## src/rtl/dnsrap_pkg.sv

```systemverilog
package dnsrap_pkg;

  // parser phases
  localparam logic [2:0] PH_HEADER  = 3'd0;
  localparam logic [2:0] PH_NAME    = 3'd1;
  localparam logic [2:0] PH_POINTER = 3'd2;
  localparam logic [2:0] PH_QFIXED  = 3'd3;
  localparam logic [2:0] PH_AFIXED  = 3'd4;
  localparam logic [2:0] PH_ADATA   = 3'd5;
  localparam logic [2:0] PH_DONE    = 3'd6;

  // result codes
  localparam logic [1:0] OUT_FOUND = 2'd0;
  localparam logic [1:0] OUT_BAD   = 2'd1;
  localparam logic [1:0] OUT_NONE  = 2'd2;

  localparam logic [7:0]  MAX_LABELS  = 8'd128;
  localparam logic [15:0] FLAGS_MASK  = 16'h800f;
  localparam logic [15:0] FLAGS_OK    = 16'h8000;
  localparam logic [15:0] TYPE_A      = 16'd1;
  localparam logic [15:0] CLASS_IN    = 16'd1;
  localparam logic [15:0] ADDR_LEN    = 16'd4;
  localparam logic [7:0]  LABELS_SAT  = 8'hff;
  localparam logic [1:0]  PTR_TAG     = 2'b11;
  localparam logic [1:0]  LABEL_TAG   = 2'b00;

  // header byte positions
  localparam logic [3:0] HP_ID_LO    = 4'd1;
  localparam logic [3:0] HP_FLAGS_LO = 4'd3;
  localparam logic [3:0] HP_QD_LO    = 4'd5;
  localparam logic [3:0] HP_AN_LO    = 4'd7;
  localparam logic [3:0] HP_LAST     = 4'd11;

  // fixed field positions
  localparam logic [3:0] QF_LAST     = 4'd3;
  localparam logic [3:0] AF_CLASS    = 4'd2;
  localparam logic [3:0] AF_TTL      = 4'd4;
  localparam logic [3:0] AF_RDLEN    = 4'd8;
  localparam logic [3:0] AF_LAST     = 4'd9;

  typedef struct packed {
    logic       valid;
    logic [7:0] data;
    logic       last;
  } beat_t;

  typedef struct packed {
    logic        valid;
    logic [1:0]  outcome;
    logic [31:0] address;
  } result_t;

endpackage

```

## src/rtl/dns_response_address_parser.sv

```systemverilog
// path: a packet byte is taken into the input register and parsed from there; its result, if any,
//   is then registered in the result register before it is shown
// throughput: one packet byte per cycle while the result register is not stalled
// reset: rst_ni is asynchronous and active low; clears the expected identifier, the
//   parser state and both pipeline valid bits
module dns_response_address_parser import dnsrap_pkg::*; (
  input  logic        clk_i,
  input  logic        rst_ni,
  // configuration: expected query identifier
  input  logic        cfg_valid_i,
  output logic        cfg_ready_o,
  input  logic [15:0] cfg_expected_id_i,
  // packet bytes in
  input  logic        in_valid_i,
  output logic        in_stall_o,
  input  logic [7:0]  packet_byte_i,
  input  logic        final_byte_i,
  // result beats out
  output logic        out_valid_o,
  input  logic        out_stall_i,
  output logic [1:0]  outcome_o,
  output logic [31:0] address_o
);

  beat_t   beat;
  result_t result;
  logic    out_free;
  logic    fire;

  // the register write is always taken; the user writes only while the block is idle, unchecked
  assign cfg_ready_o = 1'b1;

  // a registered byte is parsed once the result register has room for whatever it causes
  assign fire = beat.valid && out_free;

  // input register, holds the byte while the result side is stalled
  dnsrap_in_stage u_in_stage (
    .clk_i         (clk_i),
    .rst_ni        (rst_ni),
    .in_valid_i    (in_valid_i),
    .in_stall_o    (in_stall_o),
    .packet_byte_i (packet_byte_i),
    .final_byte_i  (final_byte_i),
    .take_i        (fire),
    .beat_o        (beat)
  );

  // header check, name skipping and record walk, one byte per fire
  dnsrap_parser u_parser (
    .clk_i      (clk_i),
    .rst_ni     (rst_ni),
    .cfg_we_i   (cfg_valid_i && cfg_ready_o),
    .cfg_data_i (cfg_expected_id_i),
    .fire_i     (fire),
    .beat_i     (beat),
    .result_o   (result)
  );

  // result register, one beat per packet at most
  dnsrap_out_stage u_out_stage (
    .clk_i       (clk_i),
    .rst_ni      (rst_ni),
    .result_i    (result),
    .free_o      (out_free),
    .out_valid_o (out_valid_o),
    .out_stall_i (out_stall_i),
    .outcome_o   (outcome_o),
    .address_o   (address_o)
  );

  // a waiting result is never overwritten by a new parse
  a_no_overwrite: assert property (@(posedge clk_i) disable iff (!rst_ni)
    out_valid_o && out_stall_i |-> !fire)
    else $error("parser fired into a stalled result register");

  // a byte held in the input register stays until it is parsed
  a_in_hold: assert property (@(posedge clk_i) disable iff (!rst_ni)
    beat.valid && !fire |=> beat.valid && $stable(beat.data) && $stable(beat.last))
    else $error("held packet byte lost or changed");

  // only a found address carries a nonzero address
  a_addr_zero: assert property (@(posedge clk_i) disable iff (!rst_ni)
    out_valid_o && outcome_o != OUT_FOUND |-> address_o == '0)
    else $error("address nonzero on a result without an address");

endmodule

```

## src/rtl/dnsrap_in_stage.sv

```systemverilog
module dnsrap_in_stage import dnsrap_pkg::*; (
  input  logic       clk_i,
  input  logic       rst_ni,
  input  logic       in_valid_i,
  output logic       in_stall_o,
  input  logic [7:0] packet_byte_i,
  input  logic       final_byte_i,
  input  logic       take_i,
  output beat_t      beat_o
);

  logic       valid_q, valid_d;
  logic [7:0] data_q;
  logic       last_q;
  logic       load;

  always_comb begin
    in_stall_o = valid_q && !take_i;
    load       = !in_stall_o;
    valid_d    = load ? in_valid_i : valid_q;
  end

  always_ff @(posedge clk_i or negedge rst_ni) begin
    if (!rst_ni) begin
      valid_q <= 1'b0;
    end else begin
      valid_q <= valid_d;
    end
  end

  always_ff @(posedge clk_i) begin
    if (load && in_valid_i) begin
      data_q <= packet_byte_i;
      last_q <= final_byte_i;
    end
  end

  assign beat_o = '{valid: valid_q, data: data_q, last: last_q};

endmodule

```

## src/rtl/dnsrap_parser.sv

```systemverilog
module dnsrap_parser import dnsrap_pkg::*; (
  input  logic        clk_i,
  input  logic        rst_ni,
  input  logic        cfg_we_i,
  input  logic [15:0] cfg_data_i,
  input  logic        fire_i,
  input  beat_t       beat_i,
  output result_t     result_o
);

  logic [15:0] expected_id_q;

  logic [2:0]  phase_q, phase_d;
  logic [3:0]  hpos_q, hpos_d;
  logic [15:0] hword_q, hword_d;
  logic [15:0] qleft_q, qleft_d;
  logic [15:0] aleft_q, aleft_d;
  logic [7:0]  labels_q, labels_d;
  logic [5:0]  lbytes_q, lbytes_d;
  logic [3:0]  fpos_q, fpos_d;
  logic [15:0] rtype_q, rtype_d;
  logic [15:0] rclass_q, rclass_d;
  logic [15:0] dleft_q, dleft_d;
  logic [31:0] acc_q, acc_d;
  logic        given_q, given_d;

  logic        emit;
  logic [1:0]  code;
  logic [31:0] addr;

  always_comb begin
    logic [7:0]  b;
    logic [15:0] hw_new;
    logic [15:0] dl_new;
    logic        more;

    b        = beat_i.data;
    phase_d  = phase_q;
    hpos_d   = hpos_q;
    hword_d  = hword_q;
    qleft_d  = qleft_q;
    aleft_d  = aleft_q;
    labels_d = labels_q;
    lbytes_d = lbytes_q;
    fpos_d   = fpos_q;
    rtype_d  = rtype_q;
    rclass_d = rclass_q;
    dleft_d  = dleft_q;
    acc_d    = acc_q;
    given_d  = given_q;
    emit     = 1'b0;
    code     = OUT_BAD;
    addr     = '0;
    hw_new   = '0;
    dl_new   = {dleft_q[7:0], b};
    more     = 1'b0;

    // the last length byte of an answer also lands in the header word
    if (phase_q == PH_AFIXED && fpos_q == AF_LAST) begin
      hword_d = dl_new;
    end

    unique case (phase_q)
      PH_HEADER: begin
        hw_new  = {hword_q[7:0], b};
        hword_d = hw_new;
        if (hpos_q == HP_ID_LO && hw_new != expected_id_q) begin
          emit = 1'b1;
        end else if (hpos_q == HP_FLAGS_LO && (hw_new & FLAGS_MASK) != FLAGS_OK) begin
          emit = 1'b1;
        end else begin
          if (hpos_q == HP_QD_LO) qleft_d = hw_new;
          if (hpos_q == HP_AN_LO) aleft_d = hw_new;
          if (hpos_q >= HP_LAST) begin
            more = (qleft_q != '0) || (aleft_q != '0);
            if (!more) begin
              emit = 1'b1;
              code = OUT_NONE;
            end
          end else begin
            hpos_d = hpos_q + 4'd1;
          end
        end
      end
      PH_NAME: begin
        if (lbytes_q != '0) begin
          lbytes_d = lbytes_q - 6'd1;
          if (lbytes_q == 6'd1 && labels_q >= MAX_LABELS) emit = 1'b1;
        end else if (b == 8'd0) begin
          fpos_d  = '0;
          phase_d = (qleft_q != '0) ? PH_QFIXED : PH_AFIXED;
        end else if (b[7:6] == PTR_TAG) begin
          phase_d = PH_POINTER;
        end else if (b[7:6] != LABEL_TAG) begin
          emit = 1'b1;
        end else begin
          labels_d = labels_q + 8'd1;
          lbytes_d = b[5:0];
        end
      end
      PH_POINTER: begin
        fpos_d  = '0;
        phase_d = (qleft_q != '0) ? PH_QFIXED : PH_AFIXED;
      end
      PH_QFIXED: begin
        if (fpos_q < QF_LAST) begin
          fpos_d = fpos_q + 4'd1;
        end else begin
          qleft_d = qleft_q - 16'd1;
          more    = (qleft_d != '0) || (aleft_q != '0);
          if (!more) begin
            emit = 1'b1;
            code = OUT_NONE;
          end
        end
      end
      PH_AFIXED: begin
        if (fpos_q < AF_CLASS) begin
          rtype_d = {rtype_q[7:0], b};
        end else if (fpos_q < AF_TTL) begin
          rclass_d = {rclass_q[7:0], b};
        end else if (fpos_q >= AF_RDLEN) begin
          dleft_d = dl_new;
        end
        if (fpos_q < AF_LAST) begin
          fpos_d = fpos_q + 4'd1;
        end else begin
          acc_d = '0;
          if (dl_new != '0) begin
            phase_d = PH_ADATA;
          end else begin
            aleft_d = aleft_q - 16'd1;
            more    = (qleft_q != '0) || (aleft_d != '0);
            if (!more) begin
              emit = 1'b1;
              code = OUT_NONE;
            end
          end
        end
      end
      PH_ADATA: begin
        acc_d   = {acc_q[23:0], b};
        dleft_d = dleft_q - 16'd1;
        if (dleft_d == '0) begin
          aleft_d = aleft_q - 16'd1;
          if (rtype_q == TYPE_A && rclass_q == CLASS_IN && labels_q != LABELS_SAT
              && hword_q == ADDR_LEN) begin
            emit = 1'b1;
            code = OUT_FOUND;
            addr = acc_d;
          end else begin
            more = (qleft_q != '0) || (aleft_d != '0);
            if (!more) begin
              emit = 1'b1;
              code = OUT_NONE;
            end
          end
        end
      end
      default: begin
      end
    endcase

    // a new record starts with a fresh name
    if (more) begin
      phase_d  = PH_NAME;
      labels_d = '0;
      lbytes_d = '0;
    end

    // packet ends before any outcome: truncated
    if (beat_i.last && !emit && !given_q) begin
      emit = 1'b1;
      code = OUT_BAD;
      addr = '0;
    end

    if (emit) begin
      phase_d = PH_DONE;
      given_d = 1'b1;
    end

    if (beat_i.last) begin
      phase_d  = PH_HEADER;
      hpos_d   = '0;
      hword_d  = '0;
      qleft_d  = '0;
      aleft_d  = '0;
      labels_d = '0;
      lbytes_d = '0;
      fpos_d   = '0;
      rtype_d  = '0;
      rclass_d = '0;
      dleft_d  = '0;
      acc_d    = '0;
      given_d  = 1'b0;
    end
  end

  always_ff @(posedge clk_i or negedge rst_ni) begin
    if (!rst_ni) begin
      expected_id_q <= '0;
      phase_q       <= PH_HEADER;
      hpos_q        <= '0;
      hword_q       <= '0;
      qleft_q       <= '0;
      aleft_q       <= '0;
      labels_q      <= '0;
      lbytes_q      <= '0;
      fpos_q        <= '0;
      rtype_q       <= '0;
      rclass_q      <= '0;
      dleft_q       <= '0;
      acc_q         <= '0;
      given_q       <= 1'b0;
    end else begin
      if (cfg_we_i) expected_id_q <= cfg_data_i;
      if (fire_i) begin
        phase_q  <= phase_d;
        hpos_q   <= hpos_d;
        hword_q  <= hword_d;
        qleft_q  <= qleft_d;
        aleft_q  <= aleft_d;
        labels_q <= labels_d;
        lbytes_q <= lbytes_d;
        fpos_q   <= fpos_d;
        rtype_q  <= rtype_d;
        rclass_q <= rclass_d;
        dleft_q  <= dleft_d;
        acc_q    <= acc_d;
        given_q  <= given_d;
      end
    end
  end

  assign result_o = '{valid: fire_i && emit, outcome: code,
                      address: (code == OUT_FOUND) ? addr : '0};

endmodule

```

## src/rtl/dnsrap_out_stage.sv

```systemverilog
module dnsrap_out_stage import dnsrap_pkg::*; (
  input  logic        clk_i,
  input  logic        rst_ni,
  input  result_t     result_i,
  output logic        free_o,
  output logic        out_valid_o,
  input  logic        out_stall_i,
  output logic [1:0]  outcome_o,
  output logic [31:0] address_o
);

  logic        valid_q, valid_d;
  logic [1:0]  outcome_q;
  logic [31:0] address_q;

  always_comb begin
    free_o  = !valid_q || !out_stall_i;
    valid_d = valid_q;
    if (result_i.valid) begin
      valid_d = 1'b1;
    end else if (!out_stall_i) begin
      valid_d = 1'b0;
    end
  end

  always_ff @(posedge clk_i or negedge rst_ni) begin
    if (!rst_ni) begin
      valid_q <= 1'b0;
    end else begin
      valid_q <= valid_d;
    end
  end

  always_ff @(posedge clk_i) begin
    if (result_i.valid) begin
      outcome_q <= result_i.outcome;
      address_q <= result_i.address;
    end
  end

  assign out_valid_o = valid_q;
  assign outcome_o   = outcome_q;
  assign address_o   = address_q;

endmodule

```

## config.mk

```make
export PLATFORM = sky130hd
export DESIGN_NAME = dns_response_address_parser
export DESIGN_NICKNAME = d
export VERILOG_FILES = /design/src/rtl/dnsrap_pkg.sv /design/src/rtl/dns_response_address_parser.sv /design/src/rtl/dnsrap_in_stage.sv /design/src/rtl/dnsrap_parser.sv /design/src/rtl/dnsrap_out_stage.sv
export SDC_FILE = /design/constraint.sdc
export NUM_CORES = 1
export LEC_CHECK = 0
export ABC_AREA = 0
export BUFFER_PORTS_ARGS = -buffer_cell sky130_fd_sc_hd__clkbuf_2
export CAP_MARGIN = 40
export CORE_AREA = 4 4 148 150
export DETAILED_ROUTE_END_ITERATION = 12
export DIE_AREA = 0 0 152 154
export PLACE_DENSITY = 0.72
export SETUP_SLACK_MARGIN = 0.5
export SYNTH_ARGS = -nofsm -noshare
export SYNTH_HDL_FRONTEND = slang
export SYNTH_SLANG_ARGS = --single-unit
```

## constraint.sdc

```tcl
create_clock -name clk_i -period 5.1 [get_ports clk_i]
set_input_delay 0 -clock clk_i [delete_from_list [all_inputs] [get_ports clk_i]]
set_output_delay 0 -clock clk_i [all_outputs]
set_load 0.02 [all_outputs]
```

==> Word-level counts from Yosys, hierarchy flattened <==
Index checks and enable logic that the tools add are counted.
{ "classes": {"n_addsub": 7, "n_lt_le_gt_ge": 7, "n_eq_ne": 49, "n_mux": 111, "bitwise": 4, "reduce_logical": 60} }
{ "op_table": {"columns": ["op", "n"], "rows": [
  ["two-way mux 16 bit", 26],
  ["nonzero test 16 bit", 5],
  ["one-hot mux 16 bit (2 select lines)", 2],
  ["two-way mux 8 bit", 7],
  ["two-way mux 24 bit", 2],
  ["one-hot mux 16 bit (3 select lines)", 1],
  ["one-hot mux 24 bit (2 select lines)", 1],
  ["subtractor 16 x 1 -> 16 bit, second input constant", 3],
  ["two-way mux 6 bit", 7],
  ["inequality test 3 bit, second input constant", 14],
  ["two-way mux 4 bit", 10],
  ["== test 16 x 1 -> 1 bit, second input constant", 2],
  ["two-way mux 1 bit", 29],
  ["two-way mux 3 bit", 9],
  ["two-way mux 2 bit", 12],
  ["AND reduction 6 bit", 4],
  ["== test 16 x 3 -> 1 bit, second input constant", 1],
  ["zero test 16 bit", 1],
  ["inequality test 16 bit", 1],
  ["one-hot mux 4 bit (4 select lines)", 1],
  ["inequality test 3 x 2 -> 1 bit, second input constant", 5],
  ["inequality test 5 x 4 -> 1 bit, second input constant", 3],
  ["AND reduction 5 bit", 3],
  ["logical AND 1 bit", 13],
  ["43 further kinds", 76]
]} }
{ "word_totals": {"regBits": 207, "output_inout_bits": 37, "elab_cells": 258} }

==> Longest topological paths before layout <==
Gate-level depths: netlist of the first run.
{ "logic_depth": {"depth_word": 14, "depth_mapped": 16, "depth_no_buf": 11} }

==> Cells and area by module <==
From an unflattened synthesis of the first run, not the netlist that was laid out.
{ "hier_totals": {"hier_cells": 1241, "hier_area_um2": 11165.7} }
{ "modules_own_cells": {"columns": ["mod", "n_inst", "cells_per_inst", "area_each_um2", "seq_area_each_um2"], "rows": [
  ["dnsrap_parser", 1, 1185, 9748.1, 4053.9],
  ["dnsrap_out_stage", 1, 37, 1057.3, 1046.0],
  ["dnsrap_in_stage", 1, 16, 342.8, 295.3],
  ["dns_response_address_parser", 1, 3, 17.5, 0.0]
]} }

==> Worst setup path after synthesis of the first run <==
No wires, ideal clock.
{ "synth_timing": {"path_kind": "register to register", "startpoint": "register u_parser.dleft_q[0]", "endpoint": "register u_parser.phase_q[1]", "setup_time_ps": 125, "t_arrival_ps": 3711, "path_slack_ps": 1264, "stages_incl_launch_ff": 15, "n_path_buf": 3, "synth_period_minus_slack_ps": 3836, "cell_sequence": "dfrtp_1 clkbuf_1 inv_1 ha_1 buf_2 or4b_1 buf_6 or3b_1 a211oi_2 o211ai_2 nor3_4 nor4_2 a31oi_4 nor2_4 mux2_4"} }
{ "synth_via": {"elab_chain_cells": 10, "word_cells_on_any_way": 24, "classes_between": "add/sub (1); eq/ne (4); mux (12); reduce/logical (7)"} }
{ "synth_rtl": {"columns": ["item", "line_no", "text"], "rows": [
  ["from (decl)", "dnsrap_parser.sv:23", "logic [15:0] dleft_q, dleft_d;"],
  ["from (signal assigned)", "dnsrap_parser.sv:229", "dleft_q <= dleft_d;"],
  ["subtractor 16 x 1 -> 16 bit / nonzero test 16 bit (equally long branches)", "dnsrap_parser.sv:143, dnsrap_parser.sv:129", null],
  ["zero test 16 bit / two-way mux 1 bit (equally long branches)", "dnsrap_parser.sv:144, dnsrap_parser.sv:129", null],
  ["two-way mux 1 bit (on tied branches)", "dnsrap_parser.sv:144, dnsrap_parser.sv:125", null],
  ["one-hot mux 1 bit (5 select lines)", "dnsrap_parser.sv:63", "unique case (phase_q)"],
  ["zero test 1 bit", "dnsrap_parser.sv:172", "if (beat_i.last && !emit && !given_q) begin"],
  ["logical AND 1 bit (2 in series)", "dnsrap_parser.sv:172", null],
  ["two-way mux 1 bit", "dnsrap_parser.sv:172", null],
  ["inequality test 6 x 2 -> 1 bit (no line) (tied with other cells)", null, null],
  ["AND reduction 6 bit (no line) / two-way mux 3 bit (equally long branches)", null, null],
  ["to (signal assigned)", "dnsrap_parser.sv:219", "phase_q <= phase_d;"],
  ["to (decl)", "dnsrap_parser.sv:13", "logic [2:0] phase_q, phase_d;"]
]} }
Parallel ways exist; a longest one is shown, timed or not.
A chain may end at the register's enable or synchronous reset.

==> Worst setup path after layout of the first run <==
{ "layout_timing": {"startpoint": "register u_parser.aleft_q[0]", "endpoint": "register u_parser.phase_q[2]"} }
{ "layout_via": {"elab_chain_cells": 13, "word_cells_on_any_way": 40, "classes_between": "add/sub (1); eq/ne (4); mux (25); reduce/logical (10)"} }
{ "layout_rtl": {"columns": ["item", "line_no", "text"], "rows": [
  ["from (decl)", "dnsrap_parser.sv:17", "logic [15:0] aleft_q, aleft_d;"],
  ["from (signal assigned)", "dnsrap_parser.sv:223", "aleft_q <= aleft_d;"],
  ["subtractor 16 x 1 -> 16 bit / nonzero test 16 bit (equally long branches)", null, null],
  ["nonzero test 16 bit / logical OR 1 bit (equally long branches)", "dnsrap_parser.sv:133, dnsrap_parser.sv:152, dnsrap_parser.sv:75", null],
  ["logical OR 1 bit / two-way mux 1 bit (equally long branches)", "dnsrap_parser.sv:133, dnsrap_parser.sv:152, dnsrap_parser.sv:76", null],
  ["two-way mux 1 bit (on tied branches)", "dnsrap_parser.sv:134, dnsrap_parser.sv:153, dnsrap_parser.sv:74", null],
  ["two-way mux 1 bit (on tied branches)", "dnsrap_parser.sv:146, dnsrap_parser.sv:69, dnsrap_parser.sv:129", null],
  ["two-way mux 1 bit (on tied branches)", "dnsrap_parser.sv:144, dnsrap_parser.sv:67, dnsrap_parser.sv:125", null],
  ["one-hot mux 1 bit (5 select lines)", "dnsrap_parser.sv:63", null],
  ["zero test 1 bit", "dnsrap_parser.sv:172", null],
  ["logical AND 1 bit (2 in series)", "dnsrap_parser.sv:172", null],
  ["two-way mux 1 bit", "dnsrap_parser.sv:172", null],
  ["inequality test 6 x 2 -> 1 bit (no line) (tied with other cells)", null, null],
  ["AND reduction 6 bit (no line) / two-way mux 3 bit (equally long branches)", null, null]
]} }
Parallel ways exist; a longest one is shown, timed or not.

==> run summary, run 1 <==
Nets@finish - 1305
Residual DRC - 0
Vias/cell - 6.11
Antenna Cells - 0
Clock power frac - 25.3%
Antenna viol nets, final - 0
Routed Wire Length - 30400 um
Post-Syn Nets - 1236
Post-synthesis register bit count - 207
Gr usage total - 25.9%
Synth warn - 0
Post-DP HPWL - 20000 um
RSZ-0062 raised after global routing - false
Die Width - 152 um
Pint - 3.85 mW
Worst r2r src - u_parser.aleft_q[0]
Drt pass-1 iters - 7
Post-synthesis cell type count - 78
CP endpoint kind - register
Setup Crit Path Kind - reg -> reg
Measured slew at the worst slew-check pin - 0.884 ns
Fmax - 0.248 GHz
Ports - 67
Syn Std Cell Area - 0.0111 mm2
FF-to-FF path depth - 12
Number of flops mapped to enable cells by yosys - 43
Core area - 0.0207 mm2
Top-area cell type share of the netlist area - 36.8%
Fillers - 1733
Clock tree sinks - 207
Fin util - 61.8%
Maximum VDD drop - 0.414 mV
Largest net degree at the start of global routing - 67
CTS root buf - clkbuf_16
Flop2flop setup slack - 1.07 ns
Clock-pin slew on the worst setup and hold paths - 0.06 ns
GRT overflow - 0
Setup crit start - u_parser.aleft_q[0]
Seq/Total Area, Yosys - 48.4%
Die Area - 0.0234 mm2
Vias in the first global route - 8920
Setup violators final - 0
First-pass GRT wire length - 49800 um
Synth area leader - dfrtp_1
Num CTS Buffers - 23
Layout cell share with drive strength beyond 1 - 14.2%
Period minus WS final - 4.03 ns
Hold Crit Class - in -> reg
Flop pwr share - 37.7%
GPL Wtd Cong - 0.965
Initial DRC Count - 900
Run status - finished, final reports clean
Hold Path Origin - cfg_valid_i
Max Slew Vio Count - 0
Max H-tree Level - 1
Sum Neg Setup Slack - 0 ns
Synth Instances - 1187
Die height - 154 um
Hold Vio Cnt, Final - 0
Post-synthesis to final-layout area growth - 14.8%
Synth area leaders - dfrtp_1 (37%), edfxtp_1 (12%), o21ai_0 (5.2%), nand2_1 (4.2%), nor2_1 (3.8%)
Worst rel slew slack - 41.1%
Sw Pwr - 2.57 mW
Input/output buffers - 65
Hold Crit Depth - 2
CP max FO - 37
WP data required - 5.49 ns
Initial Util - 53.8%
Switching Share - 40.1%
TritonCTS clock tree - built
Drt wl/cell - 19.7 um
Main synth FF type - dfrtp_1
Tcrit/Tclk final - 79.0%
Clk_skew - 0.0102 ns
Post-CTS sizing - 0
Dpl ws - 1.07 ns
Num rows - 53
Setup ws final - 1.07 ns
Crit path DAT - 4.42 ns
Pwr Density - 502 mW/mm2
Worst skew pair latency - 0.51 ns
Avg Cell Area, Syn - 9.38 um2
Via count - 9451
Worst setup SP type - register
Combinational Power Share - 37.0%
Post-synth ARST share - 79.2%
Max cap viols - 0
Initial antenna violation count - 0
Leakage power - 5.43 nW
Maximum buffer depth of the clock tree - 3
[stage by stage]
stage	total power, mW	std cells	cell area, um2	hold WS [ns]
global placement	4.69	1468	11600	0.177
detailed placement	4.75	1474	11700	-0.0532
finish	6.42	1547	12800	0.0963
CTS	6.40	1546	12800	0.0671
floorplan	4.07	1187	11100	-0.296
global route	6.81	1547	12800	0.109
[state kept, by name (all words and copies together), names as in the netlist]
| name | count |
|---|---|
| u_parser.rtype_q | 16 |
| u_parser.dleft_q | 16 |
| u_parser.lbytes_q | 6 |
| u_parser.fpos_q | 4 |
| u_parser.given_q | 1 |
| u_out_stage.outcome_o | 2 |
| u_parser.expected_id_q | 16 |
| u_out_stage.address_o | 32 |
| u_in_stage.valid_q | 1 |
| u_parser.phase_q | 3 |
| u_parser.hpos_q | 4 |
| u_in_stage.last_q | 1 |
| u_parser.qleft_q | 16 |
| u_parser.acc_q | 24 |
| u_parser.labels_q | 8 |
| u_parser.aleft_q | 16 |
| u_in_stage.data_q | 8 |
| u_parser.hword_q | 16 |
| u_out_stage.out_valid_o | 1 |
| u_parser.rclass_q | 16 |
[path summary, 6_finish.rpt]
kind / to
setup reg to reg: u_parser.phase_q[2]
hold / removal: u_parser.expected_id_q[9]
setup / recovery: u_parser.phase_q[2]
max in group asynchronous: u_parser.aleft_q[9]
min in group asynchronous: u_parser.dleft_q[5]
hold reg to reg: u_parser.acc_q[17]
[layout make-up]
| type | count | area (um2) | area share, % |
|---|---|---|---|
| Multi-Input combinational cell | 866 | 5280 | 41.3 |
| Sequential cell | 207 | 5400 | 42.2 |
| Inverter | 33 | 124 | 0.969 |
| Tap cell | 275 | 344 | 2.69 |
| Clock buffer | 32 | 629 | 4.92 |
| Timing Repair Buffer | 125 | 911 | 7.12 |
| Clock inverter | 9 | 101 | 0.793 |
[worst max-delay path, stage by stage, from the launching register on]
cell and delay (ns):
dfrtp_1 0.45, inv_1 0.09, ha_1 0.23, nor3b_1 0.45
nand2_1 0.30, nor4_4 0.44, o311ai_1 0.18, nor4_2 0.45
nand3_1 0.26, a31oi_4 0.20, buf_4 0.45, nor2_4 0.11
mux2_4 0.31
[per-layer routing]
layer | GRT usage (%) | up-vias | part of all wire (%) | routed length, um
li1 | - | 4435 | - | -
met1 | 36.5 | 4594 | 44 | 13300
met2 | 41.1 | 357 | 47 | 14100
met3 | 3.46 | 65 | 5.9 | 1790
met4 | 9.76 | 0 | 3.9 | 1190
met5 | 0 | - | 0 | 0
[power groups by stage]
stage / sequential, mW / combinational, mW / clock (mW)
after CTS: 2.41 / 2.35 / 1.65
after floorplan: 2.31 / 1.76 / 0
after global placement: 2.43 / 2.26 / 0
after detailed placement: 2.44 / 2.31 / 0
after global routing: 2.47 / 2.63 / 1.71
final: 2.42 / 2.38 / 1.62
[logic make-up (layout without fill, tap and decap cells)]
| logic type | Yosys count | count (layout) | share of synthesized area (%) |
|---|---|---|---|
| adder cells (fa/ha/maj) | 19 | 19 | 2.13 |
| AO/OA/AOI/OAI | 329 | 329 | 18.8 |
| flip-flops | 207 | 207 | 48.4 |
| multiplexers | 32 | 32 | 3.26 |
| other | 1 | 1 | 0.0337 |
| XOR/XNOR | 28 | 28 | 2.20 |
| AND/OR/NAND/NOR | 457 | 457 | 20.8 |
| buffers and inverters | 114 | 199 | 4.32 |
[Yosys cell counts, drive strengths merged (6+ instances only)]
library cell	n
dfrtp	164
nand2	126
o21ai	126
nor2	113
a21oi	70
clkbuf	64
edfxtp	43
nor4	41
and2	36
nor3	35
a22o	34
inv	32
nand3	31
mux2	28
xor2	26
ha	19
buf	17
o2bb2ai	14
a31oi	12
and3	11
o31ai	11
nand4	10
or3	10
a211oi	8
or4	8
nor2b	7
a22oi	6
o211ai	6
[repair_timing]
action                                 CTS  global route
endpoints found under the hold margin  133             0
hold buffers                            31             0
setup buffers                            0             0
[layout by cell type (no fill, tap or decap), types with 6 or more instances in the layout]
master	netlist	final
clkbuf_2	0	64
a31oi_1	11	10
o2bb2ai_1	14	14
and3_1	11	11
inv_1	32	32
mux2_2	26	26
clkbuf_1	64	7
a21oi_1	70	70
a211oi_1	6	6
dfrtp_1	164	164
o21ai_1	9	9
nor3_1	33	33
nand4_1	10	10
clkbuf_16	0	23
o21ai_0	116	115
nand2_1	125	125
or3_1	10	10
or4_1	6	6
xor2_1	26	26
edfxtp_1	43	43
a22o_1	34	34
nor4_1	35	35
ha_1	19	19
nor2_1	112	111
dlygate4sd3_1	0	31
buf_4	3	24
nand3_1	31	31
o31ai_1	11	11
a22oi_1	6	6
nor2b_1	7	7
and2_1	36	36
(Power assumes the default switching activity.)
==> run 2: changes to the inputs <==
Settings changed: PLACE_DENSITY 0.72 to 0.75.
Clock period 5.1 ns to 3.6 ns, I/O delays scaled along.
==> run summary, run 2 (synthesized netlist as in run 1, its figures left out) <==
Run status - finished, final reports clean
Max reg flops - 32 (unchanged)
Worst setup SP type - register
Clock power frac - 22.0% (-3.3 points)
Flop pwr share - 34.0% (-3.7 points)
Sw Pwr - 4.12 mW (+60%)
Layout Cells excl Fill - 1597 (+3.2%)
Via count - 9871 (+4.4%)
Period minus WS final - 3.16 ns (-0.868 ns)
Nets@finish - 1355 (+3.8%)
Flop2flop setup slack - 0.44 ns (-0.63 ns)
Hold Crit Class - in -> async
Worst r2r src - u_parser.dleft_q[1]
Combinational Power Share - 44.0% (+7.0 points)
Antenna Cells - 0 (unchanged)
Initial antenna violation count - 0 (unchanged)
Num rows - 53 (unchanged)
Setup Crit Path Kind - reg -> reg
Routed Wire Length - 31400 um (+3.4%)
Initial DRC Count - 921 (+2.3%)
Switching Share - 41.0% (+0.90 points)
RSZ-0062 raised after global routing - true
Antenna viol nets, final - 0 (unchanged)
CP max FO - 6 (-84%)
Max cap viols - 0 (unchanged)
GRT overflow - 0 (unchanged)
Most frequent cells in the layout - dfrtp_1 (155), nand2_1 (123), nor2_1 (106), o21ai_0 (103), a21oi_1 (69)
Tot Pwr - 10.1 mW (+57%)
Layout cell share with drive strength beyond 1 - 22.5% (+8.3 points)
Drt pass-1 iters - 8 (+1)
CTS root buf - clkbuf_16
Initial Util - 53.8% (unchanged)
Max H-tree Level - 1 (unchanged)
Cell area after layout - 0.0136 mm2 (+6.0%)
Core area - 0.0207 mm2 (unchanged)
Maximum buffer depth of the clock tree - 3 (unchanged)
Dpl cells - 1498 (+1.6%)
Max Slew Vio Count - 0 (unchanged)
Die Area - 0.0234 mm2 (unchanged)
Leakage power - 5.74 nW (+5.6%)
Post-DP HPWL - 19900 um (-0.49%)
First-pass GRT wire length - 50600 um (+1.7%)
Num CTS Buffers - 23 (unchanged)
Die height - 154 um (unchanged)
Commonest non-fill, non-tap cell in the layout - dfrtp_1
Pint - 5.94 mW (+54%)
FF-to-FF path depth - 12 (unchanged)
Fmax - 0.316 GHz (+27%)
Pwr Density - 742 mW/mm2 (+48%)
Ports - 67 (unchanged)
Worst skew pair latency - 0.51 ns (about the same)
Setup violators final - 0 (unchanged)
Hold Vio Cnt, Final - 0 (unchanged)
Vias/cell - 6.18 (+1.2%)
Tcrit/Tclk final - 87.9% (+8.8 points)
GPL Wtd Cong - 0.925 (-4.2%)
Clock-pin slew on the worst setup and hold paths - 0.06 ns (about the same)
RR Endpoint - u_parser.phase_q[1]
Clk_skew - 0.0127 ns (+0.00257 ns)
Maximum VDD drop - 0.588 mV (+42%)
Worst rel slew slack - 46.3% (+5.2 points)
Crit path DAT - 3.55 ns (-0.87 ns)
WP data required - 3.99 ns (-1.50 ns)
Gr usage total - 26.2% (+0.36 points)
Measured slew at the worst slew-check pin - 0.805 ns (-0.0781 ns)
Input/output buffers - 65 (unchanged)
Clock tree sinks - 207 (unchanged)
TritonCTS clock tree - built
Post-Place Cell Area - 0.0119 mm2 (+1.6%)
Vias in the first global route - 9361 (+4.9%)
Die Width - 152 um (unchanged)
Fillers - 1603 (-7.5%)
Post-synthesis to final-layout area growth - 21.7%
CP endpoint kind - register
Largest net degree at the start of global routing - 101 (+51%)
Residual DRC - 0 (unchanged)
Drt wl/cell - 19.7 um (+0.15%)
[run 2: cell types whose count changed in the layout (fill, tap and decap cells not counted), moves of 7 or more]
| cell | previous run | this run |
|---|---|---|
| buf_4 | 24 | 68 |
| o21ai_0 | 115 | 103 |
| dfrtp_1 | 164 | 155 |
| dfrtp_2 | 0 | 9 |
| nor4_1 | 35 | 28 |
| o21ai_2 | 1 | 8 |
[run 2: layout make-up]
class	count	area, um2	share of cell area, %
clock buffer	29	608	4.49
clock inverter	12	95.1	0.702
inverter	33	126	0.932
multi-input combinational	867	5660	41.8
sequential	207	5410	39.9
tap	275	344	2.54
timing repair buffer	174	1310	9.69
[run 2: worst max-delay path by stage]
stage                        startpoint                  end  slack (ns)
floorplan           u_parser.dleft_q[0]  u_parser.phase_q[1]       -0.08
global placement    u_parser.dleft_q[1]  u_parser.phase_q[1]        0.33
detailed placement  u_parser.dleft_q[1]  u_parser.phase_q[1]        0.24
CTS                 u_parser.hword_q[2]  u_parser.phase_q[2]        0.50
global route        u_parser.dleft_q[1]  u_parser.phase_q[1]        0.38
finish              u_parser.dleft_q[1]  u_parser.phase_q[1]        0.44
[run 2: repair_timing]
action,in CTS,in global routing
setup buffers,12,13
hold buffers,29,0
gates resized for setup,30,62
pin swaps,10,21
cloned,3,1
hold endpoints to repair,91,0
endpoints found under the setup margin,67,70
[run 2: power by group through the flow]
stage / Sequential [mW] / Combinational [mW] / Clock [mW]
final: 3.42 / 4.43 / 2.21
after global routing: 3.47 / 4.78 / 2.35
after CTS: 3.36 / 3.91 / 2.24
after detailed placement: 3.37 / 3.60 / 0
after global placement: 3.36 / 3.53 / 0
after floorplan: 3.28 / 2.52 / 0
[run 2: per-stage QoR]
stage	setup slack (ns)	TNS (ns)	hold slack (ns)	util [%]
final	0.437	0	0.0480	65.5
after global placement	0.328	0	0.0340	57.5
after global routing	0.376	0	0.125	65.5
after CTS	0.504	0	0.0738	63.6
after detailed placement	0.241	0	0.0413	57.6
after floorplan	-0.0803	-0.161	-0.296	-
[run 2: critical path, cell delays in order, from the launching register on]
cell and delay (ns):
dfrtp_2 0.41, inv_2 0.08, ha_4 0.13, or4b_4 0.49, or3b_4 0.39, a211oi_2 0.21, o211ai_2 0.20, o21bai_1 0.22
and2b_4 0.24, nor3_4 0.07, buf_12 0.15, a22o_1 0.18, mux2_4 0.26
[run 2: layer usage]
| layer | global-route usage (%) | vias to the layer above | share of wire, % |
|---|---|---|---|
| met2 | 41.6 | 478 | 47 |
| met1 | 37.2 | 4771 | 42 |
| li1 | - | 4547 | - |
| met5 | 0 | - | 0 |
| met4 | 9.59 | 0 | 3.6 |
| met3 | 3.55 | 75 | 7.1 |
